==> src/mpsa_pkg.sv <==
// Shared types, widths and register codes for the mirror-pad source address unit.
// Used by every module of the block; depends on nothing else.
`timescale 1ns / 1ps

package mpsa_pkg;

    // tensor geometry
    localparam int NUM_DIMS     = 4;
    localparam int MAX_RANK     = 4;
    localparam int MAX_EXTENT   = 4096;
    localparam int FIRST_ACTIVE = NUM_DIMS - ((MAX_RANK < NUM_DIMS) ? MAX_RANK : NUM_DIMS);

    // field widths
    localparam int SETUP_W = 37;
    localparam int EXT_W   = 13;
    localparam int PAD_W   = 12;
    localparam int COORD_W = 14;
    localparam int SRC_W   = 12;
    localparam int OFF_W   = 48;
    localparam int IDX_W   = 3;

    // largest extent the 13-bit field and the size limit both allow
    localparam int EXT_CAP = (MAX_EXTENT < (2 ** EXT_W) - 1) ? MAX_EXTENT : (2 ** EXT_W) - 1;

    // internal arithmetic widths
    localparam int SUM_W = EXT_W + 2;     // extent + pre + post
    localparam int J_W   = COORD_W + 2;   // signed coordinate minus pre pad
    localparam int M_W   = J_W + 1;       // signed mirrored coordinate before clamp

    // configuration register indexes
    localparam logic [IDX_W-1:0] REG_DIM0 = 3'd0;
    localparam logic [IDX_W-1:0] REG_DIM1 = 3'd1;
    localparam logic [IDX_W-1:0] REG_DIM2 = 3'd2;
    localparam logic [IDX_W-1:0] REG_DIM3 = 3'd3;
    localparam logic [IDX_W-1:0] REG_MODE = 3'd4;

    // pad modes
    localparam logic REFLECT   = 1'b0;
    localparam logic SYMMETRIC = 1'b1;

    localparam logic [SETUP_W-1:0] SETUP_RESET = SETUP_W'(1);

    // input transfer payload
    typedef struct packed {
        logic [COORD_W-1:0] out_coord0;
        logic [COORD_W-1:0] out_coord1;
        logic [COORD_W-1:0] out_coord2;
        logic [COORD_W-1:0] out_coord3;
    } t_in_item;

    // output transfer payload
    typedef struct packed {
        logic [SRC_W-1:0] src_coord0;
        logic [SRC_W-1:0] src_coord1;
        logic [SRC_W-1:0] src_coord2;
        logic [SRC_W-1:0] src_coord3;
        logic [OFF_W-1:0] source_offset;
        logic             range_error;
        logic             pad_error;
    } t_out_item;

    // decoded setup of one dimension
    typedef struct packed {
        logic [EXT_W-1:0] ext;
        logic [PAD_W-1:0] pre;
        logic [PAD_W-1:0] post;
    } t_dim_cfg;

    // decoded configuration seen by the datapath
    typedef struct packed {
        t_dim_cfg [NUM_DIMS-1:0] dims;
        logic                    mode;
    } t_cfg;

    // mirrored coordinates and flags between mirror and offset stages
    typedef struct packed {
        logic [NUM_DIMS-1:0][EXT_W-1:0] src;
        logic                           range_err;
        logic                           pad_err;
    } t_mid;

endpackage

==> src/mpsa_cfg.sv <==
// Configuration registers and per-dimension setup decode (extent clamp, unused dims).
// Depends on mpsa_pkg.
`timescale 1ns / 1ps

module mpsa_cfg
    import mpsa_pkg::*;
(
    input  logic               i_clk,
    input  logic               i_rst_n,
    input  logic               i_cfg_valid,
    output logic               o_cfg_ready,
    input  logic [IDX_W-1:0]   i_cfg_index,
    input  logic [SETUP_W-1:0] i_cfg_data,
    output t_cfg               o_cfg
);

    logic [SETUP_W-1:0] r_setup [NUM_DIMS];
    logic               r_mode;

    // writes are always taken
    assign o_cfg_ready = 1'b1;

    // register file, index beyond the list is dropped
    always_ff @(posedge i_clk) begin
        if (!i_rst_n) begin
            for (int d = 0; d < NUM_DIMS; d++) begin
                r_setup[d] <= SETUP_RESET;
            end
            r_mode <= REFLECT;
        end else if (i_cfg_valid) begin
            unique case (i_cfg_index)
                REG_DIM0: r_setup[0] <= i_cfg_data;
                REG_DIM1: r_setup[1] <= i_cfg_data;
                REG_DIM2: r_setup[2] <= i_cfg_data;
                REG_DIM3: r_setup[3] <= i_cfg_data;
                REG_MODE: r_mode     <= i_cfg_data[0];
                default: ;
            endcase
        end
    end

    // decode extent and pads; dims above the rank act as extent 1, no pad
    always_comb begin : p_decode
        logic [EXT_W-1:0] ext_field;
        o_cfg      = '0;
        o_cfg.mode = r_mode;
        for (int d = 0; d < NUM_DIMS; d++) begin
            ext_field = r_setup[d][EXT_W-1:0];
            if (d < FIRST_ACTIVE) begin
                o_cfg.dims[d].ext  = EXT_W'(1);
                o_cfg.dims[d].pre  = '0;
                o_cfg.dims[d].post = '0;
            end else begin
                if (ext_field == '0) begin
                    o_cfg.dims[d].ext = EXT_W'(1);
                end else if (ext_field > EXT_W'(EXT_CAP)) begin
                    o_cfg.dims[d].ext = EXT_W'(EXT_CAP);
                end else begin
                    o_cfg.dims[d].ext = ext_field;
                end
                o_cfg.dims[d].pre  = r_setup[d][EXT_W +: PAD_W];
                o_cfg.dims[d].post = r_setup[d][EXT_W + PAD_W +: PAD_W];
            end
        end
    end

endmodule

==> src/mpsa_mirror.sv <==
// Two pipeline stages: pre-pad subtract with range and pad checks, then mirror and clamp.
// Depends on mpsa_pkg; configuration comes decoded from mpsa_cfg.
`timescale 1ns / 1ps

module mpsa_mirror
    import mpsa_pkg::*;
(
    input  logic     i_clk,
    input  logic     i_rst_n,
    input  t_cfg     i_cfg,
    input  logic     i_valid,
    output logic     o_ready,
    input  t_in_item i_item,
    output logic     o_valid,
    input  logic     i_ready,
    output t_mid     o_mid,
    output logic     o_full
);

    localparam logic signed [M_W-1:0] M_TWO = M_W'(2);

    logic [NUM_DIMS-1:0][COORD_W-1:0] w_coord;
    logic [NUM_DIMS-1:0][J_W-1:0]     w_j;
    logic [NUM_DIMS-1:0]              w_rng;
    logic [NUM_DIMS-1:0]              w_pad;
    logic [NUM_DIMS-1:0][EXT_W-1:0]   w_src;
    logic                             w_a_rdy;
    logic                             w_b_rdy;

    logic                             r_a_vld;
    logic [NUM_DIMS-1:0][J_W-1:0]     r_a_j;
    logic                             r_a_rng;
    logic                             r_a_pad;
    logic                             r_b_vld;
    logic [NUM_DIMS-1:0][EXT_W-1:0]   r_b_src;
    logic                             r_b_rng;
    logic                             r_b_pad;

    assign w_coord[0] = i_item.out_coord0;
    assign w_coord[1] = i_item.out_coord1;
    assign w_coord[2] = i_item.out_coord2;
    assign w_coord[3] = i_item.out_coord3;

    // ready chain, a bubble lets upstream move
    assign w_b_rdy = !r_b_vld || i_ready;
    assign w_a_rdy = !r_a_vld || w_b_rdy;
    assign o_ready = w_a_rdy;
    assign o_full  = r_a_vld && r_b_vld;

    // stage a: j = coord - pre, padded-extent check, pad limit check
    always_comb begin : p_stage_a
        logic [COORD_W-1:0] coord;
        logic [SUM_W-1:0]   limit;
        logic [EXT_W:0]     pad_max;
        for (int d = 0; d < NUM_DIMS; d++) begin
            coord    = (d < FIRST_ACTIVE) ? '0 : w_coord[d];
            limit    = {2'b00, i_cfg.dims[d].ext} + {3'b000, i_cfg.dims[d].pre}
                     + {3'b000, i_cfg.dims[d].post};
            w_rng[d] = {1'b0, coord} >= limit;
            w_j[d]   = {2'b00, coord} - {4'b0000, i_cfg.dims[d].pre};
            pad_max  = {1'b0, i_cfg.dims[d].ext} + {{EXT_W{1'b0}}, i_cfg.mode};
            w_pad[d] = ({2'b00, i_cfg.dims[d].pre} >= pad_max)
                    || ({2'b00, i_cfg.dims[d].post} >= pad_max);
        end
    end

    always_ff @(posedge i_clk) begin
        if (!i_rst_n) begin
            r_a_vld <= 1'b0;
        end else if (w_a_rdy) begin
            r_a_vld <= i_valid;
        end
    end

    always_ff @(posedge i_clk) begin
        if (w_a_rdy && i_valid) begin
            r_a_j   <= w_j;
            r_a_rng <= |w_rng;
            r_a_pad <= |w_pad;
        end
    end

    // stage b: fold j back into the tensor, then clamp to 0..extent-1
    always_comb begin : p_stage_b
        logic signed [M_W-1:0] jx;
        logic signed [M_W-1:0] ex;
        logic signed [M_W-1:0] sy;
        logic signed [M_W-1:0] m;
        for (int d = 0; d < NUM_DIMS; d++) begin
            jx = signed'({r_a_j[d][J_W-1], r_a_j[d]});
            ex = signed'({{(M_W-EXT_W){1'b0}}, i_cfg.dims[d].ext});
            sy = signed'({{(M_W-1){1'b0}}, i_cfg.mode});
            if (jx < 0) begin
                m = -jx - sy;
            end else if (jx >= ex) begin
                m = ex + ex - M_TWO + sy - jx;
            end else begin
                m = jx;
            end
            if (m < 0) begin
                w_src[d] = '0;
            end else if (m >= ex) begin
                w_src[d] = i_cfg.dims[d].ext - EXT_W'(1);
            end else begin
                w_src[d] = m[EXT_W-1:0];
            end
        end
    end

    always_ff @(posedge i_clk) begin
        if (!i_rst_n) begin
            r_b_vld <= 1'b0;
        end else if (w_b_rdy) begin
            r_b_vld <= r_a_vld;
        end
    end

    always_ff @(posedge i_clk) begin
        if (w_b_rdy && r_a_vld) begin
            r_b_src <= w_src;
            r_b_rng <= r_a_rng;
            r_b_pad <= r_a_pad;
        end
    end

    assign o_valid         = r_b_vld;
    assign o_mid.src       = r_b_src;
    assign o_mid.range_err = r_b_rng;
    assign o_mid.pad_err   = r_b_pad;

    // clamped source always lands inside the extent
    for (genvar g = 0; g < NUM_DIMS; g++) begin : g_chk
        a_src_in_extent: assert property (@(posedge i_clk) disable iff (!i_rst_n)
            r_b_vld |-> (r_b_src[g] < i_cfg.dims[g].ext))
            else $error("mirrored coordinate outside extent");
    end

    // a held stage a keeps its item
    a_stage_a_hold: assert property (@(posedge i_clk) disable iff (!i_rst_n)
        (r_a_vld && !w_b_rdy) |=> (r_a_vld && $stable(r_a_j)))
        else $error("stage a lost its item during a stall");

endmodule

==> src/mpsa_offset.sv <==
// Row-major offset chain: one multiply-add per stage, offset = offset * extent + src.
// Depends on mpsa_pkg; takes mirrored coordinates from mpsa_mirror.
`timescale 1ns / 1ps

module mpsa_offset
    import mpsa_pkg::*;
(
    input  logic      i_clk,
    input  logic      i_rst_n,
    input  t_cfg      i_cfg,
    input  logic      i_valid,
    output logic      o_ready,
    input  t_mid      i_mid,
    output logic      o_valid,
    input  logic      i_ready,
    output t_out_item o_item,
    output logic      o_full
);

    localparam int NST = NUM_DIMS - 1;

    logic [NST-1:0]            w_rdy;
    logic [NST-1:0]            w_in_vld;
    logic [NST-1:0][OFF_W-1:0] w_acc;
    t_mid                      w_mid_in [NST];

    logic [NST-1:0]            r_vld;
    logic [NST-1:0][OFF_W-1:0] r_acc;
    t_mid                      r_mid [NST];

    // ready chain from the output back to the input
    always_comb begin
        w_rdy[NST-1] = !r_vld[NST-1] || i_ready;
        for (int k = NST - 2; k >= 0; k--) begin
            w_rdy[k] = !r_vld[k] || w_rdy[k+1];
        end
    end

    assign o_ready = w_rdy[0];
    assign o_full  = &r_vld;

    // multiply-add of each stage, first stage starts from the outermost source
    always_comb begin : p_mac
        logic [OFF_W-1:0]       acc_in;
        logic [OFF_W+EXT_W-1:0] prod;
        for (int k = 0; k < NST; k++) begin
            if (k == 0) begin
                acc_in      = {{(OFF_W-EXT_W){1'b0}}, i_mid.src[0]};
                w_mid_in[k] = i_mid;
                w_in_vld[k] = i_valid;
            end else begin
                acc_in      = r_acc[k-1];
                w_mid_in[k] = r_mid[k-1];
                w_in_vld[k] = r_vld[k-1];
            end
            prod     = {{EXT_W{1'b0}}, acc_in} * {{OFF_W{1'b0}}, i_cfg.dims[k+1].ext};
            w_acc[k] = prod[OFF_W-1:0] + {{(OFF_W-EXT_W){1'b0}}, w_mid_in[k].src[k+1]};
        end
    end

    always_ff @(posedge i_clk) begin
        if (!i_rst_n) begin
            r_vld <= '0;
        end else begin
            for (int k = 0; k < NST; k++) begin
                if (w_rdy[k]) begin
                    r_vld[k] <= w_in_vld[k];
                end
            end
        end
    end

    always_ff @(posedge i_clk) begin
        for (int k = 0; k < NST; k++) begin
            if (w_rdy[k] && w_in_vld[k]) begin
                r_acc[k] <= w_acc[k];
                r_mid[k] <= w_mid_in[k];
            end
        end
    end

    // result register is the last stage
    assign o_valid              = r_vld[NST-1];
    assign o_item.src_coord0    = r_mid[NST-1].src[0][SRC_W-1:0];
    assign o_item.src_coord1    = r_mid[NST-1].src[1][SRC_W-1:0];
    assign o_item.src_coord2    = r_mid[NST-1].src[2][SRC_W-1:0];
    assign o_item.src_coord3    = r_mid[NST-1].src[3][SRC_W-1:0];
    assign o_item.source_offset = r_acc[NST-1];
    assign o_item.range_error   = r_mid[NST-1].range_err;
    assign o_item.pad_error     = r_mid[NST-1].pad_err;

    // first partial offset stays below the product of the two outer extents
    a_first_partial: assert property (@(posedge i_clk) disable iff (!i_rst_n)
        r_vld[0] |-> (r_acc[0] < (i_cfg.dims[0].ext * i_cfg.dims[1].ext)))
        else $error("partial offset exceeds outer extents");

endmodule

==> src/mirror_pad_source_address_unit.sv <==
// Top level of the mirror-pad source address unit: config registers, mirror stages,
// offset chain. Depends on mpsa_pkg, mpsa_cfg, mpsa_mirror and mpsa_offset.
//
//  channel | direction | handshake                 | payload
//  --------+-----------+---------------------------+------------------------------
//  in      | input     | i_in_valid / o_in_stall   | i_in_data  (t_in_item)
//  out     | output    | o_out_valid / i_out_stall | o_out_data (t_out_item)
//  cfg     | input     | i_cfg_valid / o_cfg_ready | i_cfg_index, i_cfg_data
//
// One transfer in and one out per cycle unless the output stalls. The pipe holds
// two mirror stages and three offset multiply-add stages, one per inner dimension.
// Reset sets every dimension to extent 1 with no padding, reflect mode, empty pipe.
// A stall on the output backs up only through full stages; bubbles still fill,
// so o_in_stall rises only when all five stages hold an item.
// Configuration writes are taken every cycle; every stage reads the live setup,
// so writes belong between items, with the pipe empty.
`timescale 1ns / 1ps

module mirror_pad_source_address_unit
    import mpsa_pkg::*;
(
    input  logic               i_clk,
    input  logic               i_rst_n,
    input  logic               i_in_valid,
    output logic               o_in_stall,
    input  t_in_item           i_in_data,
    output logic               o_out_valid,
    input  logic               i_out_stall,
    output t_out_item          o_out_data,
    input  logic               i_cfg_valid,
    output logic               o_cfg_ready,
    input  logic [IDX_W-1:0]   i_cfg_index,
    input  logic [SETUP_W-1:0] i_cfg_data
);

    t_cfg w_cfg;
    logic w_in_ready;
    logic w_mid_valid;
    logic w_mid_ready;
    t_mid w_mid;
    logic w_mir_full;
    logic w_off_full;

    // configuration registers
    mpsa_cfg u_cfg (
        .i_clk       (i_clk),
        .i_rst_n     (i_rst_n),
        .i_cfg_valid (i_cfg_valid),
        .o_cfg_ready (o_cfg_ready),
        .i_cfg_index (i_cfg_index),
        .i_cfg_data  (i_cfg_data),
        .o_cfg       (w_cfg)
    );

    // per-dimension mirror
    mpsa_mirror u_mirror (
        .i_clk   (i_clk),
        .i_rst_n (i_rst_n),
        .i_cfg   (w_cfg),
        .i_valid (i_in_valid),
        .o_ready (w_in_ready),
        .i_item  (i_in_data),
        .o_valid (w_mid_valid),
        .i_ready (w_mid_ready),
        .o_mid   (w_mid),
        .o_full  (w_mir_full)
    );

    // flat offset
    mpsa_offset u_offset (
        .i_clk   (i_clk),
        .i_rst_n (i_rst_n),
        .i_cfg   (w_cfg),
        .i_valid (w_mid_valid),
        .o_ready (w_mid_ready),
        .i_mid   (w_mid),
        .o_valid (o_out_valid),
        .i_ready (!i_out_stall),
        .o_item  (o_out_data),
        .o_full  (w_off_full)
    );

    assign o_in_stall = !w_in_ready;

    // input stalls only with every stage full and the output blocked
    a_stall_only_when_full: assert property (@(posedge i_clk) disable iff (!i_rst_n)
        o_in_stall |-> (w_mir_full && w_off_full && o_out_valid && i_out_stall))
        else $error("input stalled while the pipeline has a bubble");

endmodule

==> config.mk <==
export PLATFORM = sky130hd
export DESIGN_NAME = mirror_pad_source_address_unit
export DESIGN_NICKNAME = d
export VERILOG_FILES = /design/src/mpsa_pkg.sv /design/src/mpsa_cfg.sv /design/src/mpsa_mirror.sv /design/src/mpsa_offset.sv /design/src/mirror_pad_source_address_unit.sv
export SDC_FILE = /design/constraint.sdc
export NUM_CORES = 2
export LEC_CHECK = 0
export BUFFER_PORTS_ARGS = -buffer_cell sky130_fd_sc_hd__buf_2
export CORE_MARGIN = 8
export CORE_UTILIZATION = 63
export CTS_BUF_LIST = sky130_fd_sc_hd__clkbuf_4 sky130_fd_sc_hd__clkbuf_8
export DETAILED_ROUTE_END_ITERATION = 8
export PLACE_DENSITY = 0.84
export SLEW_MARGIN = 20
export SYNTH_ARGS = -nofsm -noshare
export SYNTH_HDL_FRONTEND = slang
export SYNTH_SLANG_ARGS = --single-unit
==> constraint.sdc <==
create_clock -name i_clk -period 19.7 [get_ports i_clk]
set_clock_uncertainty 0.2 [all_clocks]
set_input_delay 0.985 -clock i_clk [delete_from_list [all_inputs] [get_ports i_clk]]
set_output_delay 0.985 -clock i_clk [all_outputs]
set_load 0.02 [all_outputs]
Word-level counts from Yosys, hierarchy flattened:

Memory sizes are Yosys's and may differ from the RTL's.
Cells that the tools add are included.

* flip-flop bits (word level): 266
* RAM bits: 310
* output and inout port bits: 101
* memories: 2

Memories
* u_offset.r_mid: words 3, width 54, read ports 3, clocked after Yosys merged registers in 0, wr ports 3, line mpsa_offset.sv:29 `t_mid r_mid [NST];`
* u_cfg.r_setup: words 4, width 37, read ports 4, clocked after Yosys merged registers in 0, wr ports 4, line mpsa_cfg.sv:17 `logic [SETUP_W-1:0] r_setup [NUM_DIMS];`

* $add $sub $neg: 47
* multiply operators: 3
* $lt $le $gt $ge: 32
* eq/ne operators: 4
* multiplexer cells: 47
* bitwise operators: 4
* reductions and logical operators: 29

Operator list (number)
* two-way mux 13 bit: 12
* two-way mux 37 bit: 4
* adder 48 x 13 -> 48 bit: 3
* two-way mux 17 bit: 8
* >= comparator 12 x 14 -> 1 bit: 8
* multiplier 48 x 13 -> 48 bit: 2
* adder 17 x 2 -> 17 bit: 4
* >= comparator 17 x 14 -> 1 bit: 4
* less-than comparator 17 x 1 -> 1 bit (second input constant): 4
* negation 15 -> 17 bit: 4
* subtractor 17 x 15 -> 17 bit: 4
* subtractor 17 x 2 -> 17 bit: 4
* subtractor 17 x 3 -> 17 bit (second input constant): 4
* adder 15 x 12 -> 15 bit: 4
* >= comparator 14 x 15 -> 1 bit: 4
* >= comparator 15 x 14 -> 1 bit: 4
* less-than comparator 15 x 1 -> 1 bit (second input constant): 4
* subtractor 14 x 12 -> 15 bit: 4
* adder 13 x 1 -> 14 bit: 4
* adder 13 x 12 -> 14 bit: 4
* adder 13 x 13 -> 14 bit: 4
* > comparator 13 bit (second input constant): 4
* zero test 13 bit: 4
* subtractor 13 x 1 -> 13 bit (second input constant): 4
* other kinds (12): 57

Logic depth before layout (Yosys ltp):

An unclocked memory read counts as a cell.

* word-level depth: 12
* gate-level depth with buffers: 30

Cells and area by module:

From an unflattened synthesis, not the netlist that was laid out.

* cell total of the unflattened synthesis: 7890
* area total of the unflattened synthesis: 74990.7 sq um

Modules (own cells, without submodules)
* mpsa_offset: times used 1, cells an instance 4452, area each 43979.7 sq um, sequential area each 8197.9 sq um
* mpsa_mirror: times used 1, cells an instance 2965, area each 24415.9 sq um, sequential area each 3523.4 sq um
* mpsa_cfg: times used 1, cells an instance 471, area each 6587.6 sq um, sequential area each 4464.3 sq um
* mirror_pad_source_address_unit: times used 1, cells an instance 2, area each 7.5 sq um, sequential area each 0.0 sq um

Worst setup path before layout:

No wires, ideal clock.

* path kind: in2reg
* from: in i_out_stall
* to: reg u_offset.r_acc, in the netlist u_offset.o_item[10] (enable)
* setup time: 703 ps
* data arrival time: 8089 ps
* required time: 18797 ps
* setup slack: 10708 ps
* stages: 1
* buffers on the path: 0
* cell sequence: a21boi_0

* cells in the longest elaborated chain, start to end: 3

Ends and longest elaborated chain
* start, declared: line mirror_pad_source_address_unit.sv:28 `input logic i_out_stall,`
* zero test 1 bit: line mirror_pad_source_address_unit.sv:78 `.i_ready (!i_out_stall),`
* logical OR 1 bit: line mpsa_offset.sv:33 `w_rdy[NST-1] = !r_vld[NST-1] || i_ready;`
* logical AND 1 bit: line mpsa_offset.sv:75 `if (w_rdy[k] && w_in_vld[k]) begin`
* end signal, assigned by index: line mpsa_offset.sv:76 `r_acc[k] <= w_acc[k];`
* end, declared: line mpsa_offset.sv:28 `logic [NST-1:0][OFF_W-1:0] r_acc;`

No other way between the ends.
A chain may end at the register's enable or synchronous reset.

==> results_dict.tcl <==
set metrics [dict create \
    critPathLaunchType "flip-flop" \
    rsz0062_at_grt "no" \
    synthDistinctLibCells 99 \
    crit_path_end_kind "flip-flop" \
    synth_cells 7823 \
    area_growth_pct 5.729 \
    synth_nets 9702 \
    drive_above_1_share_pct 6.593 \
    port-buffer-count 200 \
    finalSetupTns_ns 0 \
    period_share_pct 42.71 \
    muxShareOfSynthArea_pct 0.4034 \
    outcome "finished clean" \
    grt_pass1_wl_microns 312200 \
    cts.hold.buffers_added 0 \
    final_util_pct 67.06 \
    hp-class "flip-flop to flip-flop" \
    maxSlewHeadroom_pct 24.02 \
    antenna_found_initial 19 \
    vias_per_cell 5.992 \
    worst_pin_slew_ns 1.140 \
    maxCapViolations 0 \
    dp_slack_ns 11.43 \
    cts_setup_buffers 0 \
    max_stage_delay_ns 0.84 \
    synthSimpleGateAreaFrac_pct 14.73 \
    hpwl_microns 155300 \
    max_clock_freq_ghz 0.1188 \
    antenna_left 0 \
    final-setup-viol-count 0 \
    critPathLaunch "u_cfg.r_setup[3][12]" \
    post-route-min-period_ns 8.415 \
    cp_common_cell "inv_1" \
    crit_buf_inv 9 \
    path_delay_family "adder cells" \
    synth-xor-area-share_pct 4.643 \
    place.gp.congestion 0.9964 \
    synth_compound_area_share_pct 10.15 \
    grt_use_total_pct 30.78 \
    drt_first_pass_iters 7 \
    cts_buffer_depth 3 \
    clk_pin_slew_ns 0.06 \
    multi_input_area_sq_um 50890 \
    synth.most_common_cell "inv_1" \
    grt-ovfl-total 0 \
    synth_area_sq_um 73510 \
    die_y_microns 357.6 \
    cts_tree "done" \
    layout.nets 9701 \
    synthFlopType "edfxtp_1" \
    synth_top_cell_by_area "fa_1" \
    worstPathArrival_ns 8.72 \
    first_iter_violations 4704 \
    synth_top_family_by_area "adder cells" \
    avgSynthCellArea_sq_um 9.396 \
    ys_ff_latch 541 \
    wl_per_cell_microns 20.93 \
    slew_viol_final 0 \
    ff_latch_area_sq_um 16190 \
    crit_fanout 27 \
    worstReg2RegStart "u_cfg.r_setup[3][12]" \
    crit_type "flip-flop to flip-flop" \
    setup_ws_ns 11.29 \
    vias 56593 \
    io_pins 202 \
    cp_slowest_cell "clkinv_1" \
    yosysWarnings 0 \
    synth.area.top_cells "fa_1 (23%), edfxtp_1 (22%), ha_1 (16%), inv_1 (6.6%), nand2_1 (5.4%)" \
    h-tree-depth 3 \
    finalHoldViolCount 0 \
    cts_sinks 541 \
    dieArea_sq_um 127900 \
    core_area_sq_um 115900 \
    cp.required_ns 20.00 \
    synthArstFlopShare_pct 0 \
    cts_resized 0 \
    hold_start "u_offset.r_mid[0][45]" \
    whs_ns 0.2139 \
    synth-edff-count 535 \
    netlist_top_cells_count "inv_1 (1296), nand2_1 (1060), ha_1 (921)" \
    die_w_microns 357.6 \
    rows 125 \
    fill_cells 8727 \
    synth_adder_area_share_pct 39.02 \
    grt_pass1_vias 59445 \
    insertion_delay_ns 0.81 \
    grt_max_degree 69 \
    wl_microns 197600 \
    synth_seq_area_share_pct 22.02 \
    clock-root-buffer "clkbuf_8" \
    synth_top_cell_area_share_pct 23.34 \
    drcViolationCount 0 \
    start_util_pct 63.43 \
    numCtsBuffers 95 \
]
## worst paths after layout
path / slack, ns / cells after the start / end
worst max-delay path: 11.29 / 27 / u_offset.o_item[44]
worst min-delay path: 0.21 / 0 / u_offset.r_mid[0][99]
worst max register to register: 11.29 / 27 / u_offset.o_item[44]
worst min register to register: 0.21 / 0 / u_offset.r_mid[0][99]
## area by class of cell
class	instances	area share [%]
Antenna cell	18	0.05796
Clock buffer	111	1.837
Clock inverter	66	1.112
Inverter	1301	6.283
Multi-Input combinational cell	5621	65.48
Sequential cell	541	20.83
Tap cell	1524	2.453
Timing Repair Buffer	262	1.948
## layout by cell type (no fill, tap or decap), drive strengths merged, types with 59 or more instances in the layout
master | Yosys | final
fa | 857 | 857
o31ai | 60 | 60
inv | 1298 | 1302
buf | 131 | 262
nor3 | 84 | 84
o21ai | 244 | 244
nor2b | 115 | 115
nand3 | 77 | 77
a21o | 156 | 156
ha | 921 | 921
xor2 | 111 | 111
and2 | 400 | 400
edfxtp | 535 | 535
nand2b | 82 | 82
nor2 | 298 | 298
clkbuf | 229 | 111
o21a | 59 | 59
a21oi | 324 | 324
nand2 | 1060 | 1060
xnor2 | 277 | 277
## cell families (layout without fill, tap and decap cells)
| family | Yosys count | after routing |
|---|---|---|
| xor gates and xnor gates | 388 | 388 |
| adders and majority gates | 1778 | 1778 |
| AOI/OAI and AO/OA | 1139 | 1139 |
| and+or+nand+nor | 2286 | 2286 |
| DFF | 541 | 541 |
| buffers and inverters | 1661 | 1740 |
| other | 1 | 19 |
| muxes | 29 | 29 |
## metal layers
layer / GRT usage (%) / vias to the layer above / routed length (microns)
li1: - / 25435 / -
met1: 36.96 / 27561 / 73900
met3: 6.486 / 721 / 18970
met2: 51.35 / 2872 / 92110
met5: 0 / - / 23
met4: 17.78 / 4 / 12650
## worst reg2reg max path, delay by kind of cell, from the launching register on
| family | cells | cell delay [ns] |
|---|---|---|
| buf+inv | 9 | 1.91 |
| xor+xnor | 1 | 0.15 |
| compound gates | 5 | 1.47 |
| flops | 1 | 0.35 |
| fa+ha+maj | 7 | 2.99 |
| simple gates | 5 | 1.06 |
## sequential cells by signal (all words and copies together) (netlist names), 3 cells and up
signal                 flops
u_offset.r_mid           153
u_offset.p_mac.acc_in     43
u_mirror.p_stage_b.jx     15
u_offset.r_vld             3
u_offset.o_item           48
u_cfg.r_setup            148
u_mirror.o_mid            52
u_offset.r_acc            27
u_mirror.r_a_j            45
## stage by stage
step / std cells / cell area (sq um)
floorplan: 7823 / 73510
global route: 9430 / 77680
CTS: 9423 / 77600
global placement: 9246 / 75310
finish: 9444 / 77720
detailed placement: 9246 / 75310
Power is left out: the tool's default activity adds up to more than one toggle a clock period on the data nets, which glitch-free logic cannot reach.
